<file path="src/sv/bhr_pkg.sv">
// Shared types and constants for the button hold and auto-repeat event queue.
package bhr_pkg;

	localparam int ButtonCount = 8;
	localparam int ButtonW = 3;
	localparam int LevelW = 6;
	localparam int CfgIdxW = 3;
	localparam int CfgDataW = 16;

	localparam logic [1:0] OpPress = 2'd0;
	localparam logic [1:0] OpRelease = 2'd1;
	localparam logic [1:0] OpPoll = 2'd2;

	localparam logic [CfgIdxW-1:0] CfgHoldTime = 3'd0;
	localparam logic [CfgIdxW-1:0] CfgRepeatDelay = 3'd1;
	localparam logic [CfgIdxW-1:0] CfgRepeatPeriod = 3'd2;
	localparam logic [CfgIdxW-1:0] CfgHoldMask = 3'd3;
	localparam logic [CfgIdxW-1:0] CfgRepeatMask = 3'd4;

	localparam logic KindShort = 1'b0;
	localparam logic KindHold = 1'b1;

	localparam logic [15:0] ResetHoldTime = 16'd500;
	localparam logic [15:0] ResetRepeatDelay = 16'd400;
	localparam logic [15:0] ResetRepeatPeriod = 16'd120;
	localparam logic [ButtonCount-1:0] ResetHoldMask = 8'hC0;
	localparam logic [ButtonCount-1:0] ResetRepeatMask = 8'h0F;

	typedef struct packed {
		logic [1:0]         operation;
		logic [ButtonW-1:0] button;
		logic [31:0]        now_ms;
	} in_item_t;

	typedef struct packed {
		logic                   event_valid;
		logic [ButtonW-1:0]     event_button;
		logic                   event_kind;
		logic [ButtonCount-1:0] down_mask;
		logic [LevelW-1:0]      queue_level;
	} out_item_t;

	typedef struct packed {
		logic               kind;
		logic [ButtonW-1:0] button;
	} ev_entry_t;

	typedef struct packed {
		logic      push;
		ev_entry_t push_entry;
		logic      rd;
		logic      pop;
	} ring_cmd_t;

	typedef struct packed {
		logic              empty;
		logic [LevelW-1:0] level;
		ev_entry_t         entry;
	} ring_stat_t;

	typedef struct packed {
		logic [31:0] press_time;
		logic [31:0] next_repeat;
	} btn_rec_t;

	typedef enum logic [3:0] {
		ST_IDLE,
		ST_PRESS,
		ST_RELEASE,
		ST_WALK_RD,
		ST_WALK_CHK,
		ST_WALK_REP,
		ST_POP_RD,
		ST_POP_DATA,
		ST_REPORT
	} state_t;

endpackage

</file>
<file path="src/sv/button_hold_repeat_event_queue_top.sv">
// Top level: button state sequencer with per-button timer memory and event ring.
//
// Channel  Direction  Handshake              Payload
// item     in         start high, busy low   in_item_t (operation, button, now_ms)
// result   out        done strobe, one cycle out_item_t (event and status fields)
// cfg      in         cfg_valid & cfg_ready  cfg_index, cfg_data
//
// Press and release pass through their own state and the report state before done rises;
// a no-op goes straight to the report state. A poll walks the eight buttons through the
// timer memory, a button that is up in the read state alone and one that is down through the
// read, check and repeat states, then pops (only when the queue holds an event) and reports.
// busy falls as done rises; cfg_ready is high only while idle with start low.
// Reset restores flags, ring pointers and configuration; memories are not cleared.
module button_hold_repeat_event_queue_top import bhr_pkg::*; #(
	parameter int QUEUE_DEPTH = 64
) (
	input  logic                clk,
	input  logic                arst_n,
	input  logic                start,
	output logic                busy,
	input  in_item_t            item,
	output logic                done,
	output out_item_t           result,
	input  logic                cfg_valid,
	output logic                cfg_ready,
	input  logic [CfgIdxW-1:0]  cfg_index,
	input  logic [CfgDataW-1:0] cfg_data
);

	localparam logic [ButtonW-1:0] LastButton = ButtonW'(ButtonCount - 1);

	state_t                 state_q;
	state_t                 state_nxt;
	in_item_t               item_q;
	logic [ButtonW-1:0]     idx_q;
	logic [ButtonCount-1:0] down_q;
	logic [ButtonCount-1:0] hold_done_q;
	logic                   rep_fire_q;
	logic                   ev_valid_q;
	logic                   done_q;
	out_item_t              result_q;

	logic [15:0]            hold_time_q;
	logic [15:0]            repeat_delay_q;
	logic [15:0]            repeat_period_q;
	logic [ButtonCount-1:0] hold_mask_q;
	logic [ButtonCount-1:0] repeat_mask_q;

	btn_rec_t               btn_mem [ButtonCount];
	btn_rec_t               btn_rd_q;
	logic                   btn_rd;
	logic                   btn_wr;
	logic [ButtonW-1:0]     btn_addr;
	btn_rec_t               btn_wdata;

	ring_cmd_t              ring_cmd;
	ring_stat_t             ring_stat;

	logic                   accept;
	logic [31:0]            held;
	logic                   hold_fire;
	logic                   rep_fire;

	bhr_ring #(
		.QUEUE_DEPTH(QUEUE_DEPTH)
	) u_ring (
		.clk   (clk),
		.arst_n(arst_n),
		.cmd   (ring_cmd),
		.stat  (ring_stat)
	);

	assign accept = start && (state_q == ST_IDLE);
	assign busy = (state_q != ST_IDLE);
	assign cfg_ready = (state_q == ST_IDLE) && !start;
	assign done = done_q;
	assign result = result_q;

	assign held = item_q.now_ms - btn_rd_q.press_time;
	assign hold_fire = hold_mask_q[idx_q] && !hold_done_q[idx_q]
		&& (held >= {16'b0, hold_time_q});
	assign rep_fire = repeat_mask_q[idx_q] && (held >= {16'b0, repeat_delay_q})
		&& (item_q.now_ms >= btn_rd_q.next_repeat);

	always_comb begin
		state_nxt = state_q;
		case (state_q)
			ST_IDLE: begin
				if (start) begin
					case (item.operation)
						OpPress:   state_nxt = ST_PRESS;
						OpRelease: state_nxt = ST_RELEASE;
						OpPoll:    state_nxt = ST_WALK_RD;
						default:   state_nxt = ST_REPORT;
					endcase
				end
			end
			ST_PRESS:    state_nxt = ST_REPORT;
			ST_RELEASE:  state_nxt = ST_REPORT;
			ST_WALK_RD: begin
				if (down_q[idx_q]) begin
					state_nxt = ST_WALK_CHK;
				end else if (idx_q == LastButton) begin
					state_nxt = ST_POP_RD;
				end
			end
			ST_WALK_CHK: state_nxt = ST_WALK_REP;
			ST_WALK_REP: begin
				if (idx_q == LastButton) begin
					state_nxt = ST_POP_RD;
				end else begin
					state_nxt = ST_WALK_RD;
				end
			end
			ST_POP_RD: begin
				if (ring_stat.empty) begin
					state_nxt = ST_REPORT;
				end else begin
					state_nxt = ST_POP_DATA;
				end
			end
			ST_POP_DATA: state_nxt = ST_REPORT;
			ST_REPORT:   state_nxt = ST_IDLE;
			default:     state_nxt = ST_IDLE;
		endcase
	end

	always_comb begin
		btn_rd = 1'b0;
		btn_wr = 1'b0;
		btn_addr = idx_q;
		btn_wdata = btn_rd_q;
		ring_cmd = '0;
		case (state_q)
			ST_PRESS: begin
				btn_addr = item_q.button;
				btn_wdata.press_time = item_q.now_ms;
				btn_wdata.next_repeat = item_q.now_ms + 32'(repeat_delay_q);
				if (!down_q[item_q.button]) begin
					btn_wr = 1'b1;
					ring_cmd.push = !hold_mask_q[item_q.button];
				end
				ring_cmd.push_entry.kind = KindShort;
				ring_cmd.push_entry.button = item_q.button;
			end
			ST_RELEASE: begin
				ring_cmd.push = down_q[item_q.button] && hold_mask_q[item_q.button]
					&& !hold_done_q[item_q.button];
				ring_cmd.push_entry.kind = KindShort;
				ring_cmd.push_entry.button = item_q.button;
			end
			ST_WALK_RD: begin
				btn_rd = down_q[idx_q];
			end
			ST_WALK_CHK: begin
				ring_cmd.push = hold_fire;
				ring_cmd.push_entry.kind = KindHold;
				ring_cmd.push_entry.button = idx_q;
			end
			ST_WALK_REP: begin
				btn_wdata.next_repeat = item_q.now_ms + 32'(repeat_period_q);
				btn_wr = rep_fire_q;
				ring_cmd.push = rep_fire_q;
				ring_cmd.push_entry.kind = KindShort;
				ring_cmd.push_entry.button = idx_q;
			end
			ST_POP_RD: begin
				ring_cmd.rd = !ring_stat.empty;
			end
			ST_POP_DATA: begin
				ring_cmd.pop = 1'b1;
			end
			default: begin
			end
		endcase
	end

	always_ff @(posedge clk) begin
		if (btn_wr) begin
			btn_mem[btn_addr] <= btn_wdata;
		end
		if (btn_rd) begin
			btn_rd_q <= btn_mem[btn_addr];
		end
		if (accept) begin
			item_q <= item;
		end
		if (state_q == ST_WALK_CHK) begin
			rep_fire_q <= rep_fire;
		end
	end

	always_ff @(posedge clk or negedge arst_n) begin
		if (!arst_n) begin
			state_q <= ST_IDLE;
			idx_q <= '0;
			down_q <= '0;
			hold_done_q <= '0;
			ev_valid_q <= 1'b0;
			done_q <= 1'b0;
			result_q <= '0;
			hold_time_q <= ResetHoldTime;
			repeat_delay_q <= ResetRepeatDelay;
			repeat_period_q <= ResetRepeatPeriod;
			hold_mask_q <= ResetHoldMask;
			repeat_mask_q <= ResetRepeatMask;
		end else begin
			state_q <= state_nxt;
			done_q <= (state_q == ST_REPORT);
			if (cfg_valid && cfg_ready) begin
				case (cfg_index)
					CfgHoldTime:     hold_time_q <= cfg_data;
					CfgRepeatDelay:  repeat_delay_q <= cfg_data;
					CfgRepeatPeriod: repeat_period_q <= cfg_data;
					CfgHoldMask:     hold_mask_q <= cfg_data[ButtonCount-1:0];
					CfgRepeatMask:   repeat_mask_q <= cfg_data[ButtonCount-1:0];
					default: begin
					end
				endcase
			end
			case (state_q)
				ST_IDLE: begin
					if (start) begin
						idx_q <= '0;
						ev_valid_q <= 1'b0;
					end
				end
				ST_PRESS: begin
					if (!down_q[item_q.button]) begin
						down_q[item_q.button] <= 1'b1;
						hold_done_q[item_q.button] <= 1'b0;
					end
				end
				ST_RELEASE: begin
					down_q[item_q.button] <= 1'b0;
					hold_done_q[item_q.button] <= 1'b0;
				end
				ST_WALK_RD: begin
					if (!down_q[idx_q]) begin
						idx_q <= idx_q + 1'b1;
					end
				end
				ST_WALK_CHK: begin
					if (hold_fire) begin
						hold_done_q[idx_q] <= 1'b1;
					end
				end
				ST_WALK_REP: begin
					idx_q <= idx_q + 1'b1;
				end
				ST_POP_DATA: begin
					ev_valid_q <= 1'b1;
				end
				ST_REPORT: begin
					result_q.event_valid <= ev_valid_q;
					result_q.event_button <= ev_valid_q ? ring_stat.entry.button : '0;
					result_q.event_kind <= ev_valid_q ? ring_stat.entry.kind : 1'b0;
					result_q.down_mask <= down_q;
					result_q.queue_level <= ring_stat.level;
				end
				default: begin
				end
			endcase
		end
	end

endmodule

</file>
<file path="src/sv/bhr_ring.sv">
// Event ring: one-slot-empty circular queue in a synchronous memory.
module bhr_ring import bhr_pkg::*; #(
	parameter int QUEUE_DEPTH = 64
) (
	input  logic       clk,
	input  logic       arst_n,
	input  ring_cmd_t  cmd,
	output ring_stat_t stat
);

	localparam int PtrW = (QUEUE_DEPTH > 2) ? $clog2(QUEUE_DEPTH) : 1;

	ev_entry_t        mem [QUEUE_DEPTH];
	ev_entry_t        rd_q;
	logic [PtrW-1:0]  head_q;
	logic [PtrW-1:0]  tail_q;
	logic [PtrW-1:0]  head_nxt;
	logic [PtrW-1:0]  tail_nxt;
	logic             full;
	logic [PtrW:0]    lvl;
	logic [PtrW+6:0]  lvl_ext;

	assign head_nxt = (head_q == PtrW'(QUEUE_DEPTH - 1)) ? '0 : head_q + 1'b1;
	assign tail_nxt = (tail_q == PtrW'(QUEUE_DEPTH - 1)) ? '0 : tail_q + 1'b1;
	assign full = (tail_nxt == head_q);

	always_comb begin
		if (tail_q >= head_q) begin
			lvl = {1'b0, tail_q} - {1'b0, head_q};
		end else begin
			lvl = {1'b0, tail_q} + (PtrW+1)'(QUEUE_DEPTH) - {1'b0, head_q};
		end
	end

	assign lvl_ext = {6'b0, lvl};

	always_ff @(posedge clk) begin
		if (cmd.push && !full) begin
			mem[tail_q] <= cmd.push_entry;
		end
		if (cmd.rd) begin
			rd_q <= mem[head_q];
		end
	end

	always_ff @(posedge clk or negedge arst_n) begin
		if (!arst_n) begin
			head_q <= '0;
			tail_q <= '0;
		end else begin
			if (cmd.push && !full) begin
				tail_q <= tail_nxt;
			end
			if (cmd.pop && (head_q != tail_q)) begin
				head_q <= head_nxt;
			end
		end
	end

	assign stat.empty = (head_q == tail_q);
	assign stat.level = lvl_ext[LevelW-1:0];
	assign stat.entry = rd_q;

endmodule
</file>
<file path="config.mk">
export PLATFORM = sky130hd
export DESIGN_NAME = button_hold_repeat_event_queue_top
export DESIGN_NICKNAME = d
export VERILOG_FILES = /design/src/sv/bhr_pkg.sv /design/src/sv/button_hold_repeat_event_queue_top.sv /design/src/sv/bhr_ring.sv
export SDC_FILE = /design/constraint.sdc
export NUM_CORES = 1
export LEC_CHECK = 0
export BUFFER_PORTS_ARGS = -buffer_cell sky130_fd_sc_hd__buf_2
export CORE_UTILIZATION = 55
export DETAILED_ROUTE_END_ITERATION = 12
export PLACE_DENSITY = 0.7
export SYNTH_ARGS = -nofsm -noshare
export SYNTH_HDL_FRONTEND = slang
export SYNTH_SLANG_ARGS = --single-unit
</file>
<file path="constraint.sdc">
create_clock -name clk -period 11 [get_ports clk]
set_clock_uncertainty 0.2 [all_clocks]
set_input_delay 2.2 -clock clk [delete_from_list [all_inputs] [get_ports clk]]
set_output_delay 2.2 -clock clk [all_outputs]
set_load 0.01 [all_outputs]
</file>
==> results of run 1 <==
final cells by class:
cell class / instances / area (µm²)
timing repair buffer: 130 / 776
fill: 5640 / 29400
clock buffer: 125 / 2650
sequential: 992 / 29200
multi-input combinational: 1618 / 12900
tap: 1040 / 1300
clock inverter: 63 / 696
inverter: 133 / 499
cell families (layout without fill, tap and decap cells):
group / after synthesis / after routing
compound gates: 616 / 616
fa+ha+maj: 126 / 126
simple gates: 621 / 621
buf+inv: 281 / 451
xor+xnor: 62 / 62
flops: 992 / 992
mux: 193 / 193
placed cells by master (no fill, tap or decap), types with 19 or more instances in the layout:
cell type | synthesis | routed
a22o_1 | 52 | 52
ha_1 | 123 | 123
a21oi_1 | 78 | 78
mux4_2 | 94 | 94
nor3_1 | 86 | 76
a22oi_1 | 153 | 153
inv_1 | 130 | 130
edfxtp_1 | 872 | 872
clkinv_1 | 3 | 23
a221oi_1 | 59 | 59
o21ai_0 | 128 | 128
dfstp_2 | 19 | 19
clkbuf_1 | 113 | 20
xnor2_1 | 45 | 45
buf_2 | 5 | 80
clkbuf_16 | 0 | 100
dfrtp_1 | 101 | 99
nand4_1 | 32 | 32
buf_4 | 3 | 50
mux2_2 | 83 | 83
nand3_1 | 89 | 89
nor2_1 | 88 | 76
nand2_1 | 197 | 196
clkinv_2 | 0 | 19
and3_1 | 23 | 22
a21o_1 | 35 | 35
layer usage:
| metal | up-vias | track usage (%) | share of wire [%] | wire (µm) |
|---|---|---|---|---|
| met5 | - | 0 | 0 | 0 |
| met4 | 0 | 8.35 | 2.8 | 2990 |
| met3 | 197 | 4.14 | 7.6 | 8270 |
| met2 | 1205 | 45.6 | 49 | 52800 |
| met1 | 13300 | 37.9 | 41 | 44300 |
| li1 | 11500 | - | - | - |
cells in the mapped netlist, types with 11 or more instances:
cell type	number
nand3_1	89
mux2i_1	15
or3_1	18
nand2_1	197
xor2_1	17
dfrtp_1	101
a22oi_1	153
nor2b_1	18
dfstp_2	19
a22o_1	52
a21o_1	35
a21oi_1	78
clkbuf_1	113
nand4_1	32
o21a_1	14
ha_1	123
a221oi_1	59
inv_1	130
mux4_2	94
and3_1	23
o21ai_0	128
buf_1	26
edfxtp_1	872
mux2_2	83
nor2_1	88
xnor2_1	45
nor3_1	86
nand2b_1	15
nor4_1	11
metrics by stage:
stage               cell area [µm²]  worst slack, ps
floorplan                     43000             2680
detailed placement            44700             5100
global placement              44700             5210
global route                  48000             4650
CTS                           48000             5090
finish                        48000             5000
critical path, cell delays in order, from the launching register on:
cell and delay (ps):
edfxtp_1 500, ha_1 330, nor2b_1 140, o31a_1 280, o221a_1 290, o31a_1 430, nand2_1 110, nand2_1 80
a21o_1 210, a21oi_1 170, xnor2_1 110, ha_1 200, a2111oi_0 380, a21boi_0 170, a31oi_1 170, o31a_1 300
and2_1 170, nand4_1 190, o211ai_4 220, buf_4 680, nor3_1 300
report_power, final:
part | total [mW] | switching, mW | internal (mW)
logic | 2.91 | 1.89 | 1.02
clock network | 3.43 | 1.43 | 2.00
registers | 4.98 | 0.253 | 4.73
total | 11.3 | 3.57 | 7.74
registers in the layout (all words and copies together) (netlist names), 16 cells and up, named ones only:
name             count
hold_time_q         16
result              19
item_q              35
btn_rd_q            64
u_ring.mem         256
btn_mem            512
repeat_delay_q      16
repeat_period_q     16
worst paths after layout:
check / slack (ps) / start / end
setup / recovery: 5000 / item_q[1] / u_ring.mem[60][3]
hold / removal: 270 / result[18] / result[18]
setup reg to reg: 5000 / item_q[1] / u_ring.mem[60][3]
hold reg to reg: 270 / result[18] / result[18]
max in group asynchronous: 7900 / arst_n / repeat_delay_q[12]
min in group asynchronous: 1460 / arst_n / hold_mask_q[3]
==> impl_metrics.tcl, run 1 <==
set metrics [dict create \
    status "complete, no violations" \
    htreeDepth 3 \
    end_kind "register" \
    final-setup-viol-count 0 \
    total_power_mw 11.3 \
    routed_wl_mm 108 \
    synth_compound_area_share_pct 10.1 \
    drt_iter0_markers 2910 \
    period_needed_ps 6000 \
    routedWlPerCell_um 26.4 \
    vdd_drop_max_mv 0.144 \
    clock-sinks 992 \
    fin_crit_sh_pct 54.6 \
    yosys-top-cells-area "edfxtp_1 (61%), dfrtp_1 (5.9%), mux4_2 (4.9%)" \
    hold_depth 2 \
    whs_ps 267 \
    final_hold_viol_count 0 \
    final_antenna_net_count 0 \
    syn_nets 3077 \
    grt_pass1_wl_mm 163 \
    fp.dieArea_um2 79400 \
    required_ps 11140 \
    final_cells 4101 \
    cts_tree "built" \
    yosysTopAreaCell "edfxtp_1" \
    grt_usage_pct 27.5 \
    vias 26200 \
    synthDistinctLibCells 81 \
    start_util_pct 55.6 \
    yosys-mux-area-fraction_pct 7.47 \
    dieHeight_um 282 \
    drv_cap 0 \
    path_class "reg2reg" \
    clockBufferDepth 3 \
    vias_per_cell 6.40 \
    pin_count 82 \
    synthToLayoutAreaGrowth_pct 11.6 \
    diodes 0 \
    cts_resized 0 \
    grt_pass1_vias 25900 \
    synthSimpleGateAreaFrac_pct 7.06 \
    dp_hpwl_mm 65.4 \
    portBuffers 81 \
    grt_max_degree 73 \
    place_inst 3913 \
    clock_latency_ps 660 \
    antenna_found_initial 0 \
    drc 0 \
    final_util_pct 62.0 \
    cp_max_fo 67 \
    slew_violations 0 \
    max_freq_mhz 167 \
    cts_buffers 99 \
    hold_path_class "reg2reg" \
    slew_headroom_pct 21.9 \
    avgSynthCellArea_um2 14.9 \
    async_reset_ff_share_pct 12.1 \
    p_leak_nw 16.7 \
    core_area_um2 77500 \
    syn_area_um2 43000 \
    fin_nets 3160 \
    clkTransAtPathRegs_ps 60 \
    gp_congestion 0.930 \
    synthAdderAreaFrac_pct 3.72 \
    synth_xor_area_share_pct 1.26 \
    rsz0062_at_grt "no" \
    cts_root_buf "clkbuf_16" \
    synth_warnings 0 \
    synth-seq-area-share_pct 67.9 \
    p_per_area_nw_per_um2 235 \
    tightest_slew_ps 1140 \
    post_cts_buffers 0 \
    overflow 0 \
    ys_ff_latch 992 \
    synth_edf_count 872 \
    rows 102 \
    synthesis.instances 2891 \
    setup_tns_ps 0 \
    postCtsHoldBufs 0 \
    dieWidth_um 282 \
    synth_top_family_by_area "compound AO/OA/AOI/OAI gates" \
    drive_gt1_share_pct 17.1 \
    dr.pass1.iters 8 \
    start_kind "register" \
    cp.arrival_ps 6150 \
    reg2reg_depth 20 \
    synth.top_cell.area_share_pct 60.8 \
    ys.flop_type "edfxtp_1" \
]
Power figures use the tool's default switching activity.
==> run 2, diff against run 1 <==
--- a/config.mk
+++ b/config.mk
@@ -8,7 +8,7 @@
 export BUFFER_PORTS_ARGS = -buffer_cell sky130_fd_sc_hd__buf_2
 export CORE_UTILIZATION = 55
 export DETAILED_ROUTE_END_ITERATION = 12
-export PLACE_DENSITY = 0.7
+export PLACE_DENSITY = 0.73
 export SYNTH_ARGS = -nofsm -noshare
 export SYNTH_HDL_FRONTEND = slang
 export SYNTH_SLANG_ARGS = --single-unit
==> constraint.sdc (replaced) <==
create_clock -name clk -period 5.5 [get_ports clk]
set_clock_uncertainty 0.2 [all_clocks]
set_input_delay 1.1 -clock clk [delete_from_list [all_inputs] [get_ports clk]]
set_output_delay 1.1 -clock clk [all_outputs]
set_load 0.01 [all_outputs]
==> impl_metrics.tcl, run 2 (synthesized netlist as in run 1, its figures left out) <==
set metrics [dict create \
    highest_layer "met5" \
    grt_max_degree 65 \
    drt_iter0_markers 3132 \
    cp_top_family "compound AO/OA/AOI/OAI gates" \
    portBuffers 81 \
    cpMostUsedCell "o31a_1" \
    routedWlPerCell_um 26.6 \
    routed_wl_mm 110 \
    fp.dieArea_um2 79400 \
    drc 0 \
    cp.arrival_ps 5340 \
    p_per_area_nw_per_um2 470 \
    vias_per_cell 6.47 \
    max_stage_delay_ps 550 \
    clock_latency_ps 680 \
    period_needed_ps 5220 \
    antenna_found_initial 6 \
    slew_violations 0 \
    final_antenna_net_count 0 \
    cts_tree "built" \
    grt_pass1_wl_mm 165 \
    place_area_um2 45100 \
    synthToLayoutAreaGrowth_pct 12.4 \
    overflow 0 \
    final_cells 4123 \
    clockBufferDepth 3 \
    drv_cap 0 \
    dieHeight_um 282 \
    dp_hpwl_mm 66.0 \
    max_freq_mhz 191 \
    route.met3.wl_mm 8.70 \
    crit_slowest_cell "nor3_1" \
    fin_crit_sh_pct 94.9 \
    layout_commonest_cell "edfxtp_1" \
    cp_max_fo 16 \
    routed-wl-met2_mm 53.9 \
    stdcell_area_um2 48400 \
    end_kind "register" \
    path_class "reg2reg" \
    start_kind "register" \
    cts_root_buf "clkbuf_16" \
    pin_count 82 \
    grt_pass1_vias 26800 \
    postCtsHoldBufs 0 \
    dieWidth_um 282 \
    clock-sinks 992 \
    place_inst 3936 \
    hold_path_class "reg2reg" \
    final-setup-viol-count 0 \
    htreeDepth 3 \
    gp_congestion 0.959 \
    final_cell_mix "edfxtp_1 (872), nand2_1 (196), a22oi_1 (153)" \
    clkTransAtPathRegs_ps 70 \
    status "complete, no violations" \
    core_area_um2 77500 \
    tightest_slew_ps 1280 \
    required_ps 5620 \
    cp_cell_sequence "ha_1, o21a_1, o31a_1, o221a_1, o31a_1, nand2_1, nand2_1, a21o_1, a21oi_1, xnor2_1, ha_1, o21ai_0, nand2b_1, a21boi_0, a31oi_1, o31a_1, and2_1, nand4_1, o211ai_4, buf_12, clkbuf_16, nor3_1" \
    vdd_drop_max_mv 0.283 \
    fin_nets 3185 \
    largest_reg_flops 512 \
    largest_registers "btn_mem (512), u_ring.mem (256), btn_rd_q (64)" \
    start_util_pct 55.6 \
    path_buf_inv 2 \
    cts_buffers 97 \
    drive_gt1_share_pct 17.9 \
    final_hold_viol_count 0 \
    rows 102 \
    wl_met1_mm 42.7 \
    vias 26700 \
    regMostFlops "btn_mem" \
    slew_headroom_pct 14.2 \
    p_leak_nw 16.9 \
    grt_usage_pct 27.8 \
    dr.pass1.iters 6 \
]
[run 2: changes by cell type in the layout (fill, tap and decap cells not counted), moves of 2 or more]
cell	delta
buf_4	+12
clkinv_2	+3
clkinv_1	-5
o21ai_1	+7
inv_16	+3
o21ai_0	-7
nor4_1	-2
clkbuf_16	-2
nor3_4	+4
buf_12	+14
nor3_2	-3
bufinv_16	-2
clkbuf_8	-4
[run 2: tightest hold or removal path: stages, from the launching register on]
cell     delay [ps]
dfrtp_1         330
nand2_1          50
nand2_1          60
[run 2: routing by layer]
layer,vias to the layer above,track usage [%]
met5,-,0
li1,11600,-
met4,10,10.6
met1,13500,37.2
met3,279,4.33
met2,1323,46.3
[run 2: where the power goes]
group	internal (mW)	switching [mW]	total (mW)
sequential	9.45	0.481	9.93
clock	3.78	2.94	6.72
combinational	2.17	3.91	6.08
[run 2: path summary, 6_finish.rpt]
path | from | endpoint | slack [ps] | depth (start not counted)
max in group asynchronous | arst_n | repeat_delay_q[11] | 3790 | 2
worst min register to register | result[9] | result[9] | 270 | 2
min in group asynchronous | arst_n | repeat_mask_q[5] | 290 | 1
worst min-delay path | result[9] | result[9] | 270 | 2
worst max-delay path | item_q[2] | u_ring.mem[49][2] | 280 | 22
worst max register to register | item_q[2] | u_ring.mem[49][2] | 280 | 22
[run 2: layout make-up]
| cell class | count | area [µm²] |
|---|---|---|
| diodes | 1 | 2.50 |
| clock buffers | 119 | 2520 |
| clock inverters | 63 | 698 |
| fillers | 5528 | 29100 |
| inverters | 133 | 499 |
| multi-input cells | 1618 | 13000 |
| flip-flops and latches | 992 | 29200 |
| well taps | 1040 | 1300 |
| repair buffers | 157 | 1170 |
[run 2: timing repair]
item / in CTS / in global routing
setup buffers: 0 / 3
endpoints found under the setup margin: 0 / 300
gates resized for setup: 0 / 11
[run 2: through the flow]
stage / hold slack [ps] / power [mW] / setup slack [ps] / TNS [ps] / utilization [%]
floorplan: 257 / 13.8 / -1650 / -422700 / -
global placement: 257 / 15.8 / 352 / 0 / 58.2
detailed placement: 256 / 16.0 / 261 / 0 / 58.2
CTS: 271 / 22.7 / 206 / 0 / 62.3
global route: 301 / 23.6 / -38.0 / -161 / 62.4
finish: 269 / 22.7 / 278 / 0 / 62.4
